[config.mk]
export PLATFORM = sky130hd
export DESIGN_NAME = adaptive_timeout_predictor
export DESIGN_NICKNAME = d
export VERILOG_FILES = /design/src/sv/atp_pkg.sv /design/src/sv/atp_div.sv /design/src/sv/atp_mul.sv /design/src/sv/atp_win.sv /design/src/sv/adaptive_timeout_predictor.sv
export SDC_FILE = /design/constraint.sdc
export NUM_CORES = 2
export LEC_CHECK = 0
export ABC_AREA = 0
export BUFFER_PORTS_ARGS = -buffer_cell sky130_fd_sc_hd__buf_2
export CAP_MARGIN = 20
export CELL_PAD_IN_SITES_DETAIL_PLACEMENT = 0
export CELL_PAD_IN_SITES_GLOBAL_PLACEMENT = 1
export CORE_MARGIN = 8
export CORE_UTILIZATION = 53
export DETAILED_ROUTE_END_ITERATION = 10
export GPL_ROUTABILITY_DRIVEN = 1
export PLACE_DENSITY_LB_ADDON = 0.1
export SLEW_MARGIN = 20
export SYNTH_ARGS = -nofsm -noshare
export SYNTH_HDL_FRONTEND = slang
export SYNTH_SLANG_ARGS = --single-unit
[constraint.sdc]
create_clock -name i_clk -period 6 [get_ports i_clk]
set_input_delay 0.9 -clock i_clk [delete_from_list [all_inputs] [get_ports i_clk]]
set_output_delay 0.9 -clock i_clk [all_outputs]
set_load 0.01 [all_outputs]
[src/sv/atp_pkg.sv]
`timescale 1ns / 1ps
// Shared adaptive timeout predictor package: payload, unit status and window command
// types, action, mode and register index codes, and fixed widths. Depends on nothing.
package atp_pkg;

    localparam int WINDOW_DEPTH_DEF = 50;
    localparam int DATA_W           = 32;
    localparam int CPLX_W           = 11;
    localparam int HIST_W           = 7;
    localparam int CFG_IDX_W        = 3;

    localparam int MUL_X_W     = 32;
    localparam int MUL_M_W     = 16;
    localparam int MUL_P_W     = MUL_X_W + MUL_M_W;
    localparam int Q_SHIFT     = 11;
    localparam int SCALED_W    = MUL_P_W - Q_SHIFT;
    localparam int MIX_W       = DATA_W + 3;
    localparam int MIX_DIVISOR = 5;
    localparam int ONE_Q10     = 1024;

    localparam logic [HIST_W-1:0] HISTORY_SAT = 7'd101;
    localparam logic [HIST_W-1:0] CONF_HI_TH  = 7'd100;
    localparam logic [HIST_W-1:0] CONF_MED_TH = 7'd20;

    localparam logic [1:0] CONF_LOW  = 2'd0;
    localparam logic [1:0] CONF_MED  = 2'd1;
    localparam logic [1:0] CONF_HIGH = 2'd2;

    localparam logic [1:0] ACT_RECORD  = 2'd0;
    localparam logic [1:0] ACT_PREDICT = 2'd1;
    localparam logic [1:0] ACT_CLEAR   = 2'd2;

    localparam logic [1:0] MODE_FIXED    = 2'd0;
    localparam logic [1:0] MODE_ADAPTIVE = 2'd1;
    localparam logic [1:0] MODE_COMPLEX  = 2'd2;
    localparam logic [1:0] MODE_HYBRID   = 2'd3;

    localparam logic [CFG_IDX_W-1:0] CFG_MODE  = 3'd0;
    localparam logic [CFG_IDX_W-1:0] CFG_BASE  = 3'd1;
    localparam logic [CFG_IDX_W-1:0] CFG_MIN   = 3'd2;
    localparam logic [CFG_IDX_W-1:0] CFG_MAX   = 3'd3;
    localparam logic [CFG_IDX_W-1:0] CFG_AGGR  = 3'd4;
    localparam logic [CFG_IDX_W-1:0] CFG_LEARN = 3'd5;

    localparam logic [1:0]        RST_MODE  = MODE_HYBRID;
    localparam logic [DATA_W-1:0] RST_BASE  = 32'd30000;
    localparam logic [DATA_W-1:0] RST_MIN   = 32'd5000;
    localparam logic [DATA_W-1:0] RST_MAX   = 32'd3600000;
    localparam logic [CPLX_W-1:0] RST_AGGR  = 11'd512;

    typedef struct packed {
        logic [1:0]        action;
        logic [DATA_W-1:0] duration_ms;
        logic              timed_out;
        logic [CPLX_W-1:0] complexity;
    } t_in_item;

    typedef struct packed {
        logic [DATA_W-1:0] predicted_ms;
        logic [1:0]        confidence;
    } t_out_item;

    typedef struct packed {
        logic busy;
        logic done;
    } t_unit_stat;

    typedef struct packed {
        logic              rec;
        logic              clr;
        logic [DATA_W-1:0] dur;
        logic              failed;
    } t_win_cmd;

endpackage

[src/sv/atp_div.sv]
`timescale 1ns / 1ps
// Bit-serial restoring divider: one quotient bit per cycle, MSB first.
// Depends on atp_pkg for the unit status type.
module atp_div #(
    parameter int DVD_W = 38,
    parameter int DSR_W = 6
) (
    input  logic                   i_clk,
    input  logic                   i_rst_n,
    input  logic                   i_start,
    input  logic [DVD_W-1:0]       i_dividend,
    input  logic [DSR_W-1:0]       i_divisor,
    output atp_pkg::t_unit_stat    o_stat,
    output logic [DVD_W-1:0]       o_quotient
);

    localparam int CNT_W = $clog2(DVD_W + 1);

    logic             r_busy, n_busy;
    logic             r_done, n_done;
    logic [CNT_W-1:0] r_cnt, n_cnt;
    logic [DVD_W-1:0] r_q, n_q;
    logic [DSR_W-1:0] r_rem, n_rem;
    logic [DSR_W-1:0] r_dsr, n_dsr;
    logic [DSR_W:0]   trial;
    logic [DSR_W:0]   diff;
    logic             ge;

    assign trial = {r_rem, r_q[DVD_W-1]};
    assign diff  = trial - {1'b0, r_dsr};
    assign ge    = (trial >= {1'b0, r_dsr});

    always_comb begin
        n_busy = r_busy;
        n_done = 1'b0;
        n_cnt  = r_cnt;
        n_q    = r_q;
        n_rem  = r_rem;
        n_dsr  = r_dsr;
        if (i_start) begin
            n_busy = 1'b1;
            n_cnt  = CNT_W'(DVD_W);
            n_q    = i_dividend;
            n_rem  = '0;
            n_dsr  = i_divisor;
        end else if (r_busy) begin
            n_q   = {r_q[DVD_W-2:0], ge};
            n_rem = ge ? diff[DSR_W-1:0] : trial[DSR_W-1:0];
            n_cnt = r_cnt - 1'b1;
            if (r_cnt == CNT_W'(1)) begin
                n_busy = 1'b0;
                n_done = 1'b1;
            end
        end
    end

    always_ff @(posedge i_clk) begin
        if (!i_rst_n) begin
            r_busy <= 1'b0;
            r_done <= 1'b0;
            r_cnt  <= '0;
        end else begin
            r_busy <= n_busy;
            r_done <= n_done;
            r_cnt  <= n_cnt;
        end
    end

    always_ff @(posedge i_clk) begin
        r_q   <= n_q;
        r_rem <= n_rem;
        r_dsr <= n_dsr;
    end

    assign o_stat.busy = r_busy;
    assign o_stat.done = r_done;
    assign o_quotient  = r_q;

endmodule

[src/sv/atp_mul.sv]
`timescale 1ns / 1ps
// Serial-parallel multiplier: the serial operand enters one bit per cycle, LSB first,
// and one product bit leaves per cycle. Depends on atp_pkg for the unit status type.
module atp_mul #(
    parameter int X_W = 32,
    parameter int M_W = 16
) (
    input  logic                  i_clk,
    input  logic                  i_rst_n,
    input  logic                  i_start,
    input  logic [X_W-1:0]        i_x,
    input  logic [M_W-1:0]        i_m,
    output atp_pkg::t_unit_stat   o_stat,
    output logic [X_W+M_W-1:0]    o_product
);

    localparam int P_W   = X_W + M_W;
    localparam int CNT_W = $clog2(P_W + 1);

    logic             r_busy, n_busy;
    logic             r_done, n_done;
    logic [CNT_W-1:0] r_cnt, n_cnt;
    logic [X_W-1:0]   r_x, n_x;
    logic [M_W-1:0]   r_m, n_m;
    logic [M_W-1:0]   r_acc, n_acc;
    logic [P_W-1:0]   r_p, n_p;
    logic [M_W:0]     step_sum;

    assign step_sum = {1'b0, r_acc} + (r_x[0] ? {1'b0, r_m} : '0);

    always_comb begin
        n_busy = r_busy;
        n_done = 1'b0;
        n_cnt  = r_cnt;
        n_x    = r_x;
        n_m    = r_m;
        n_acc  = r_acc;
        n_p    = r_p;
        if (i_start) begin
            n_busy = 1'b1;
            n_cnt  = CNT_W'(P_W);
            n_x    = i_x;
            n_m    = i_m;
            n_acc  = '0;
            n_p    = '0;
        end else if (r_busy) begin
            n_p   = {step_sum[0], r_p[P_W-1:1]};
            n_acc = step_sum[M_W:1];
            n_x   = {1'b0, r_x[X_W-1:1]};
            n_cnt = r_cnt - 1'b1;
            if (r_cnt == CNT_W'(1)) begin
                n_busy = 1'b0;
                n_done = 1'b1;
            end
        end
    end

    always_ff @(posedge i_clk) begin
        if (!i_rst_n) begin
            r_busy <= 1'b0;
            r_done <= 1'b0;
            r_cnt  <= '0;
        end else begin
            r_busy <= n_busy;
            r_done <= n_done;
            r_cnt  <= n_cnt;
        end
    end

    always_ff @(posedge i_clk) begin
        r_x   <= n_x;
        r_m   <= n_m;
        r_acc <= n_acc;
        r_p   <= n_p;
    end

    assign o_stat.busy = r_busy;
    assign o_stat.done = r_done;
    assign o_product   = r_p;

endmodule

[src/sv/atp_win.sv]
`timescale 1ns / 1ps
// Sliding window of recent executions with running success sum, success count
// and saturating history count. Depends on atp_pkg for the command type and widths.
module atp_win #(
    parameter int DEPTH = atp_pkg::WINDOW_DEPTH_DEF
) (
    input  logic                                        i_clk,
    input  logic                                        i_rst_n,
    input  atp_pkg::t_win_cmd                           i_cmd,
    output logic                                        o_busy,
    output logic [atp_pkg::DATA_W+$clog2(DEPTH+1)-1:0]  o_sum,
    output logic [$clog2(DEPTH+1)-1:0]                  o_count,
    output logic [atp_pkg::HIST_W-1:0]                  o_history
);

    localparam int CNT_W  = $clog2(DEPTH + 1);
    localparam int SLOT_W = (DEPTH > 1) ? $clog2(DEPTH) : 1;
    localparam int SUM_W  = atp_pkg::DATA_W + CNT_W;
    localparam int ENT_W  = atp_pkg::DATA_W + 1;

    localparam logic [1:0] W_IDLE  = 2'd0;
    localparam logic [1:0] W_EVICT = 2'd1;
    localparam logic [1:0] W_ADD   = 2'd2;

    logic [1:0]                  r_state, n_state;
    logic [CNT_W-1:0]            r_fill, n_fill;
    logic [SLOT_W-1:0]           r_slot, n_slot;
    logic [SUM_W-1:0]            r_sum, n_sum;
    logic [CNT_W-1:0]            r_count, n_count;
    logic [atp_pkg::HIST_W-1:0]  r_hist, n_hist;
    logic [atp_pkg::DATA_W-1:0]  r_dur, n_dur;
    logic                        r_fail, n_fail;
    logic [ENT_W-1:0]            r_mem [DEPTH];
    logic [ENT_W-1:0]            r_rd;
    logic                        wr_en;

    assign wr_en = (r_state == W_ADD);

    always_comb begin
        n_state = r_state;
        n_fill  = r_fill;
        n_slot  = r_slot;
        n_sum   = r_sum;
        n_count = r_count;
        n_hist  = r_hist;
        n_dur   = r_dur;
        n_fail  = r_fail;
        case (r_state)
            W_IDLE: begin
                if (i_cmd.clr) begin
                    n_fill  = '0;
                    n_slot  = '0;
                    n_sum   = '0;
                    n_count = '0;
                    n_hist  = '0;
                end else if (i_cmd.rec) begin
                    n_dur   = i_cmd.dur;
                    n_fail  = i_cmd.failed;
                    n_state = W_EVICT;
                end
            end
            W_EVICT: begin
                if (r_fill == CNT_W'(DEPTH)) begin
                    if (!r_rd[ENT_W-1]) begin
                        n_sum = r_sum - {{CNT_W{1'b0}}, r_rd[atp_pkg::DATA_W-1:0]};
                        if (r_count != '0) begin
                            n_count = r_count - 1'b1;
                        end
                    end
                end else begin
                    n_fill = r_fill + 1'b1;
                end
                n_state = W_ADD;
            end
            W_ADD: begin
                if (!r_fail) begin
                    n_sum   = r_sum + {{CNT_W{1'b0}}, r_dur};
                    n_count = r_count + 1'b1;
                end
                n_slot = (r_slot == SLOT_W'(DEPTH - 1)) ? '0 : r_slot + 1'b1;
                if (r_hist < atp_pkg::HISTORY_SAT) begin
                    n_hist = r_hist + 1'b1;
                end
                n_state = W_IDLE;
            end
            default: begin
                n_state = W_IDLE;
            end
        endcase
    end

    always_ff @(posedge i_clk) begin
        if (!i_rst_n) begin
            r_state <= W_IDLE;
            r_fill  <= '0;
            r_slot  <= '0;
            r_sum   <= '0;
            r_count <= '0;
            r_hist  <= '0;
        end else begin
            r_state <= n_state;
            r_fill  <= n_fill;
            r_slot  <= n_slot;
            r_sum   <= n_sum;
            r_count <= n_count;
            r_hist  <= n_hist;
        end
    end

    always_ff @(posedge i_clk) begin
        r_dur  <= n_dur;
        r_fail <= n_fail;
    end

    always_ff @(posedge i_clk) begin
        if (wr_en) begin
            r_mem[r_slot] <= {r_fail, r_dur};
        end
        r_rd <= r_mem[r_slot];
    end

    assign o_busy    = (r_state != W_IDLE);
    assign o_sum     = r_sum;
    assign o_count   = r_count;
    assign o_history = r_hist;

    a_count_in_fill: assert property (@(posedge i_clk) disable iff (!i_rst_n)
        r_count <= r_fill)
        else $error("success count exceeds window fill");

    a_fill_in_depth: assert property (@(posedge i_clk) disable iff (!i_rst_n)
        r_fill <= CNT_W'(DEPTH))
        else $error("window fill exceeds depth");

    a_hist_sat: assert property (@(posedge i_clk) disable iff (!i_rst_n)
        r_hist <= atp_pkg::HISTORY_SAT)
        else $error("history count above saturation");

endmodule

[src/sv/adaptive_timeout_predictor.sv]
`timescale 1ns / 1ps
// Adaptive timeout predictor top level: configuration registers, predict sequencer,
// output register. Depends on atp_pkg, atp_win, atp_div and atp_mul.
//
// One transaction is handled at a time. A clear is done at once from the idle state; a record
// passes through the read, evict and write steps of the window memory. A predict in fixed mode
// goes straight to the output step and may wait there for the output. In adaptive and
// complexity modes it runs the bit-serial divider that forms the average (one quotient bit
// per cycle), followed by the bit-serial multiplier; hybrid mode adds a second pass of the
// divider for the division by five. A new transaction is accepted while a finished result
// still waits on the output register.
module adaptive_timeout_predictor #(
    parameter int WINDOW_DEPTH = atp_pkg::WINDOW_DEPTH_DEF
) (
    input  logic                             i_clk,
    input  logic                             i_rst_n,
    input  logic                             i_in_valid,
    output logic                             o_in_stall,
    input  atp_pkg::t_in_item                i_in_data,
    output logic                             o_out_valid,
    input  logic                             i_out_stall,
    output atp_pkg::t_out_item               o_out_data,
    input  logic                             i_cfg_wen,
    input  logic [atp_pkg::CFG_IDX_W-1:0]    i_cfg_idx,
    input  logic [atp_pkg::DATA_W-1:0]       i_cfg_wdata
);

    localparam int CNT_W = $clog2(WINDOW_DEPTH + 1);
    localparam int SUM_W = atp_pkg::DATA_W + CNT_W;
    localparam int DVD_W = (SUM_W > atp_pkg::MIX_W) ? SUM_W : atp_pkg::MIX_W;
    localparam int DSR_W = (CNT_W > 3) ? CNT_W : 3;
    localparam int DW    = atp_pkg::DATA_W;
    localparam int PW    = atp_pkg::MUL_P_W;

    localparam logic [2:0] S_IDLE = 3'd0;
    localparam logic [2:0] S_DIV  = 3'd1;
    localparam logic [2:0] S_AMUL = 3'd2;
    localparam logic [2:0] S_MIX  = 3'd3;
    localparam logic [2:0] S_DIV5 = 3'd4;
    localparam logic [2:0] S_FIN  = 3'd5;
    localparam logic [2:0] S_WIN  = 3'd6;

    logic [2:0]                  r_state, n_state;
    logic [1:0]                  r_mode;
    logic [DW-1:0]               r_base, r_min, r_max;
    logic [atp_pkg::CPLX_W-1:0]  r_aggr;
    logic                        r_learn;
    logic [DW-1:0]               r_a_val, n_a_val;
    logic [DW-1:0]               r_c_val, n_c_val;
    logic [DW-1:0]               r_est, n_est;
    logic                        r_out_valid, n_out_valid;
    atp_pkg::t_out_item          r_out, n_out;

    logic                        accept;
    logic                        is_pred;
    atp_pkg::t_win_cmd           win_cmd;
    logic                        win_busy;
    logic [SUM_W-1:0]            win_sum;
    logic [CNT_W-1:0]            win_count;
    logic [atp_pkg::HIST_W-1:0]  win_hist;

    logic                        div_start;
    logic [DVD_W-1:0]            div_dividend;
    logic [DSR_W-1:0]            div_divisor;
    atp_pkg::t_unit_stat         div_stat;
    logic [DVD_W-1:0]            div_q;

    logic                        cmul_start;
    logic [atp_pkg::MUL_M_W-1:0] cmul_m;
    atp_pkg::t_unit_stat         cmul_stat;
    logic [PW-1:0]               cmul_p;

    logic                        amul_start;
    logic [atp_pkg::MUL_M_W-1:0] amul_m;
    atp_pkg::t_unit_stat         amul_stat;
    logic [PW-1:0]               amul_p;

    logic [11:0]                 aggr_sat;
    logic [12:0]                 aggr_sum;
    logic [atp_pkg::MIX_W-1:0]   mix_sum;
    logic [1:0]                  conf;

    function automatic logic [DW-1:0] f_clamp(
        input logic [atp_pkg::SCALED_W-1:0] x,
        input logic [DW-1:0]                lo,
        input logic [DW-1:0]                hi
    );
        logic [DW-1:0] res;
        if (x < atp_pkg::SCALED_W'(lo)) begin
            res = lo;
        end else if (x > atp_pkg::SCALED_W'(hi)) begin
            res = hi;
        end else begin
            res = x[DW-1:0];
        end
        return res;
    endfunction

    assign o_in_stall = (r_state != S_IDLE);
    assign accept     = i_in_valid && (r_state == S_IDLE);
    assign is_pred    = accept && (i_in_data.action == atp_pkg::ACT_PREDICT);

    assign win_cmd.rec    = accept && (i_in_data.action == atp_pkg::ACT_RECORD) && r_learn;
    assign win_cmd.clr    = accept && (i_in_data.action == atp_pkg::ACT_CLEAR);
    assign win_cmd.dur    = i_in_data.duration_ms;
    assign win_cmd.failed = i_in_data.timed_out;

    assign cmul_start = is_pred && (r_mode != atp_pkg::MODE_FIXED);
    assign cmul_m     = 16'(atp_pkg::ONE_Q10) + {5'b0, i_in_data.complexity}
                      + {2'b0, i_in_data.complexity, 3'b0};

    assign aggr_sat = (r_aggr > 11'(atp_pkg::ONE_Q10)) ? 12'(atp_pkg::ONE_Q10) : {1'b0, r_aggr};
    assign aggr_sum = 13'(atp_pkg::ONE_Q10) + {1'b0, aggr_sat};
    assign amul_m   = {3'b0, aggr_sum} + {2'b0, aggr_sum, 1'b0};
    assign amul_start = (r_state == S_DIV) && div_stat.done;

    assign mix_sum = {3'b0, r_a_val} + {2'b0, r_a_val, 1'b0} + {2'b0, r_c_val, 1'b0};

    assign div_start = cmul_start
                    || ((r_state == S_MIX) && (r_mode == atp_pkg::MODE_HYBRID));
    assign div_dividend = (r_state == S_MIX) ? DVD_W'(mix_sum) : DVD_W'(win_sum);
    assign div_divisor  = (r_state == S_MIX) ? DSR_W'(atp_pkg::MIX_DIVISOR)
                                             : DSR_W'(win_count);

    always_comb begin
        if (win_hist > atp_pkg::CONF_HI_TH) begin
            conf = atp_pkg::CONF_HIGH;
        end else if (win_hist > atp_pkg::CONF_MED_TH) begin
            conf = atp_pkg::CONF_MED;
        end else begin
            conf = atp_pkg::CONF_LOW;
        end
    end

    always_comb begin
        n_state     = r_state;
        n_a_val     = r_a_val;
        n_c_val     = r_c_val;
        n_est       = r_est;
        n_out_valid = r_out_valid && i_out_stall;
        n_out       = r_out;
        case (r_state)
            S_IDLE: begin
                if (win_cmd.rec) begin
                    n_state = S_WIN;
                end else if (is_pred) begin
                    if (r_mode == atp_pkg::MODE_FIXED) begin
                        n_est   = r_base;
                        n_state = S_FIN;
                    end else begin
                        n_state = S_DIV;
                    end
                end
            end
            S_WIN: begin
                if (!win_busy) begin
                    n_state = S_IDLE;
                end
            end
            S_DIV: begin
                if (div_stat.done) begin
                    n_state = S_AMUL;
                end
            end
            S_AMUL: begin
                if (amul_stat.done) begin
                    n_a_val = (win_count == '0) ? r_base
                            : f_clamp(amul_p[PW-1:atp_pkg::Q_SHIFT], r_min, r_max);
                    n_c_val = f_clamp(cmul_p[PW-1:atp_pkg::Q_SHIFT], r_min, r_max);
                    n_state = S_MIX;
                end
            end
            S_MIX: begin
                case (r_mode)
                    atp_pkg::MODE_ADAPTIVE: begin
                        n_est   = r_a_val;
                        n_state = S_FIN;
                    end
                    atp_pkg::MODE_COMPLEX: begin
                        n_est   = r_c_val;
                        n_state = S_FIN;
                    end
                    default: begin
                        n_state = S_DIV5;
                    end
                endcase
            end
            S_DIV5: begin
                if (div_stat.done) begin
                    n_est   = div_q[DW-1:0];
                    n_state = S_FIN;
                end
            end
            S_FIN: begin
                if (!r_out_valid || !i_out_stall) begin
                    n_out.predicted_ms = f_clamp(atp_pkg::SCALED_W'(r_est), r_min, r_max);
                    n_out.confidence   = conf;
                    n_out_valid        = 1'b1;
                    n_state            = S_IDLE;
                end
            end
            default: begin
                n_state = S_IDLE;
            end
        endcase
    end

    always_ff @(posedge i_clk) begin
        if (!i_rst_n) begin
            r_state     <= S_IDLE;
            r_out_valid <= 1'b0;
            r_mode      <= atp_pkg::RST_MODE;
            r_base      <= atp_pkg::RST_BASE;
            r_min       <= atp_pkg::RST_MIN;
            r_max       <= atp_pkg::RST_MAX;
            r_aggr      <= atp_pkg::RST_AGGR;
            r_learn     <= 1'b1;
        end else begin
            r_state     <= n_state;
            r_out_valid <= n_out_valid;
            if (i_cfg_wen) begin
                case (i_cfg_idx)
                    atp_pkg::CFG_MODE:  r_mode  <= i_cfg_wdata[1:0];
                    atp_pkg::CFG_BASE:  r_base  <= i_cfg_wdata;
                    atp_pkg::CFG_MIN:   r_min   <= i_cfg_wdata;
                    atp_pkg::CFG_MAX:   r_max   <= i_cfg_wdata;
                    atp_pkg::CFG_AGGR:  r_aggr  <= i_cfg_wdata[atp_pkg::CPLX_W-1:0];
                    atp_pkg::CFG_LEARN: r_learn <= i_cfg_wdata[0];
                    default: begin
                    end
                endcase
            end
        end
    end

    always_ff @(posedge i_clk) begin
        r_a_val <= n_a_val;
        r_c_val <= n_c_val;
        r_est   <= n_est;
        r_out   <= n_out;
    end

    assign o_out_valid = r_out_valid;
    assign o_out_data  = r_out;

    atp_win #(
        .DEPTH(WINDOW_DEPTH)
    ) u_win (
        .i_clk     (i_clk),
        .i_rst_n   (i_rst_n),
        .i_cmd     (win_cmd),
        .o_busy    (win_busy),
        .o_sum     (win_sum),
        .o_count   (win_count),
        .o_history (win_hist)
    );

    atp_div #(
        .DVD_W(DVD_W),
        .DSR_W(DSR_W)
    ) u_div (
        .i_clk      (i_clk),
        .i_rst_n    (i_rst_n),
        .i_start    (div_start),
        .i_dividend (div_dividend),
        .i_divisor  (div_divisor),
        .o_stat     (div_stat),
        .o_quotient (div_q)
    );

    atp_mul #(
        .X_W(atp_pkg::MUL_X_W),
        .M_W(atp_pkg::MUL_M_W)
    ) u_cmul (
        .i_clk     (i_clk),
        .i_rst_n   (i_rst_n),
        .i_start   (cmul_start),
        .i_x       (r_base),
        .i_m       (cmul_m),
        .o_stat    (cmul_stat),
        .o_product (cmul_p)
    );

    atp_mul #(
        .X_W(atp_pkg::MUL_X_W),
        .M_W(atp_pkg::MUL_M_W)
    ) u_amul (
        .i_clk     (i_clk),
        .i_rst_n   (i_rst_n),
        .i_start   (amul_start),
        .i_x       (div_q[DW-1:0]),
        .i_m       (amul_m),
        .o_stat    (amul_stat),
        .o_product (amul_p)
    );

    a_div_idle_on_start: assert property (@(posedge i_clk) disable iff (!i_rst_n)
        div_start |-> !div_stat.busy)
        else $error("divider started while still busy");

    a_cmul_done_at_mix: assert property (@(posedge i_clk) disable iff (!i_rst_n)
        (r_state == S_MIX) |-> !cmul_stat.busy)
        else $error("complexity product not ready when estimates are combined");

    a_amul_done_in_order: assert property (@(posedge i_clk) disable iff (!i_rst_n)
        amul_stat.done |-> (r_state == S_AMUL))
        else $error("adaptive product finished outside its wait state");

endmodule

==> results.toml <==
[status]
status = "complete, no violations"

[logic_synthesis]
synth_xor_area_frac = 0.0135
synth-edff-count = 1950
seq_area_frac_synth = 0.666
synth_warnings = 0
synth_compound_area_frac = 0.141
synthCells = 7212
synthFlopType = "edfxtp_1"
ys_seq_elements = 2297
synthMuxAreaShare = 0.0272
syn_area_per_cell_um2 = 13.6
synth_cell_types = 97
synthAdderAreaFrac = 0.0518
synth_area_um2 = 98300
synth_top_family_by_area = "compound AO/OA/AOI/OAI gates"
synth-simple-area-share = 0.0762
syn-num-nets = 7682
synthArstFlopShare = 0

[global_route]
grt_pass1_wl_mm = 404
grt_max_degree = 101
overflow = 0
antenna_found_initial = 5
grt.total_usage = 0.267
grt_pass1_vias = 61350

[detailed_routing]
wire_per_inst_um = 27.3
drc = 0
vias_per_cell = 6.24
vias = 62441
wirelength_mm = 274
drt_iter0_drc = 6240
dr.pass1.iters = 6
postRouteAntennaNets = 0

[power_and_ir_drop]
cellPowerDensity_nw_per_um2 = 365
leakage_uw = 0.0375
peakVddDrop_mv = 0.329

[setup_path]
worstSetupStartpointType = "register"
endpoint = "u_win.o_sum[34]$_SDFFE_PN0P_"
path_class = "reg2reg"
cp_data_required_time_ps = 6710
crit_fanout = 8
startpoint = "u_win.r_rd[0]$_DFF_P_"
arrival_ps = 5600
reg2reg_depth = 21
critPathCaptureType = "register"
r2r-start = "u_win.r_rd[0]$_DFF_P_"
rrSetupSlack_ps = 1110
r2r-end = "u_win.o_sum[34]$_SDFFE_PN0P_"

[clocking]
clk_pin_slew_worst_paths_ps = 60
cts_setup_buffers = 0
clock_latency_ps = 910
cts_tree = "built"
cts.sinks = 2297
cts_buffer_depth = 3
cts_resized = 0
numCtsBuffers = 225
hold_buffers = 0
cts-root-buf = "clkbuf_16"
htree_levels = 4

[placement]
dpl.hpwl_mm = 168
place.gp.congestion = 0.843
io_buffers = 121
place_inst = 9585

[cells_and_area]
fin_cells = 10011
post-route-util = 0.597
nets = 7802
area_growth_pct = 12.2
drive_gt1_frac = 0.109

[timing]
setup_viol = 0
period_share = 0.816
worst_slew_pin_slew_ps = 1200
max_slew_margin = 0.201
hold_violations = 0
fin_worst_skew_ps = 89.3
max_clock_freq_mhz = 204
min_period_ps = 4890
final.setup.tns_ps = 0
rsz0062_at_grt = "no"
drv_slew = 0

[floorplanning]
core_area_um2 = 185000
die_y_um = 447
initial_core_util = 0.532
chipWidth_um = 447
io_pins = 122
die_area_um2 = 200000
rows = 158

[hold_path]
hp-class = "in2reg"

[job]
maxCapViolations = 0
kinds of logic after synthesis:
logic type,count (synthesis)
DFF,2297
AOI/OAI and AO/OA,1912
and+or+nand+nor,1627
buffers and inverters,573
adders and majority gates,384
muxes,266
xor gates and xnor gates,152
other,1
sequential cells by signal, summed over array words and instances, names as in the netlist, 7 cells and up:
signal / flops
u_amul.r_acc: 16
u_win.r_rd: 33
u_win.o_sum: 38
u_win.r_dur: 32
u_cmul.r_m: 15
u_div.o_quotient: 38
u_amul.o_product: 37
u_amul.r_m: 14
r_a_val: 32
u_win.o_history: 7
r_max: 32
r_base: 32
r_aggr: 11
u_cmul.r_x: 32
u_win.r_mem: 1650
r_min: 32
r_c_val: 32
u_amul.r_x: 32
r_est: 32
u_cmul.r_acc: 16
u_cmul.o_product: 37
o_out_data: 34
worst min-delay path by stage:
stage	start	cells after the start	to	slack (ps)
2_1_floorplan	u_cmul.r_acc[15]$_SDFFE_PP0P_	2	u_cmul.r_acc[15]$_SDFFE_PP0P_	420
3_3_place_gp	u_cmul.r_acc[15]$_SDFFE_PP0P_	2	u_cmul.r_acc[15]$_SDFFE_PP0P_	430
3_5_place_dp	u_cmul.r_acc[15]$_SDFFE_PP0P_	2	u_cmul.r_acc[15]$_SDFFE_PP0P_	450
4_1_cts	i_in_data[15]	1	u_win.r_dur[3]$_DFFE_PP_	110
5_1_grt	i_in_data[15]	1	u_win.r_dur[3]$_DFFE_PP_	130
6_report	i_in_data[15]	1	u_win.r_dur[3]$_DFFE_PP_	170
Yosys cell counts, types with 34 or more instances:
cell type  number  share of area
nand4_1       176          0.011
o21ai_0       222          0.011
xor2_1         67         0.0060
nor2b_1        57         0.0036
nand3_1        83         0.0042
inv_1         156         0.0060
a31oi_1        55         0.0035
nor2_1        446          0.017
mux2i_1       259          0.026
nand2_1       627          0.024
edfxtp_1     1950           0.60
buf_2          49         0.0025
a221oi_1      136          0.012
a22oi_1       536          0.041
ha_1          345          0.044
nor3_1         41         0.0021
o211ai_1       71         0.0054
a22o_1        135          0.012
a21oi_1       253          0.013
a21boi_0      113         0.0086
xnor2_1        85         0.0076
dfxtp_1       347          0.071
a221o_1        34         0.0035
a21o_1        105         0.0080
clkbuf_1      307          0.012
fa_1           39         0.0079
buf_1          45         0.0017
and2_1         45         0.0029
layout by cell type, fill, tap and decap left out, types with 53 or more instances in the layout:
| master | instances |
|---|---|
| inv_1 | 154 |
| a22o_1 | 135 |
| edfxtp_1 | 1950 |
| a21boi_0 | 113 |
| a21oi_1 | 251 |
| xor2_1 | 67 |
| dfxtp_1 | 341 |
| o211ai_1 | 71 |
| nor2b_1 | 57 |
| nor2_1 | 390 |
| mux2i_1 | 259 |
| xnor2_1 | 85 |
| a21o_1 | 105 |
| ha_1 | 343 |
| a22oi_1 | 536 |
| buf_2 | 120 |
| nand3_1 | 83 |
| o21ai_0 | 222 |
| nand2_1 | 627 |
| nand4_1 | 176 |
| buf_4 | 166 |
| clkbuf_16 | 227 |
| a31oi_1 | 54 |
| a221oi_1 | 136 |
| nor2_4 | 53 |
layout make-up:
type / count / area, µm²
flip-flops and latches: 2297 / 65500
diodes: 1 / 2.50
clock buffers: 278 / 5940
repair buffers: 309 / 2310
well taps: 2480 / 3100
multi-input cells: 4342 / 31000
fillers: 14221 / 74500
inverters: 157 / 593
clock inverters: 147 / 1800
power breakdown:
part | internal, µW | switching, µW | leakage, µW
logic | 2570 | 4390 | 0.0134
registers | 18100 | 506 | 0.0204
clock network | 8420 | 6220 | 0.00373
critical path, stage by stage (launching register included):
cell and delay (ps):
dfxtp_1 320, inv_1 90, ha_1 200, nor4b_4 290
nand2_1 160, nor4_2 250, nand2b_1 150, nand2b_1 210
or2_1 310, or3_1 350, xnor2_1 140, o21ai_1 90
ha_1 410, nand2_1 120, o21ai_0 170, a2111oi_0 460
o311a_1 320, o31ai_1 120, a21oi_1 250, o21ai_1 100
xnor2_1 140, o21ai_0 80
through the flow:
step / total power (µW) / setup WS [ps] / hold WS [ps] / cell area [µm²]
finish: 40200 / 1110 / 172 / 110000
global route: 41800 / 666 / 125 / 110000
CTS: 40500 / 1070 / 110 / 110000
detailed placement: 25900 / 1130 / 450 / 103000
global placement: 25800 / 1100 / 432 / 103000
floorplan: 23600 / 443 / 422 / 98300
routing by layer:
layer	track usage	up-vias	routed length [µm]
met2	0.453	2352	134000
li1	-	28261	-
met4	0.0841	0	9020
met3	0.0394	464	18800
met5	0	-	0
met1	0.358	31364	112000
Power figures use the tool's default switching activity.
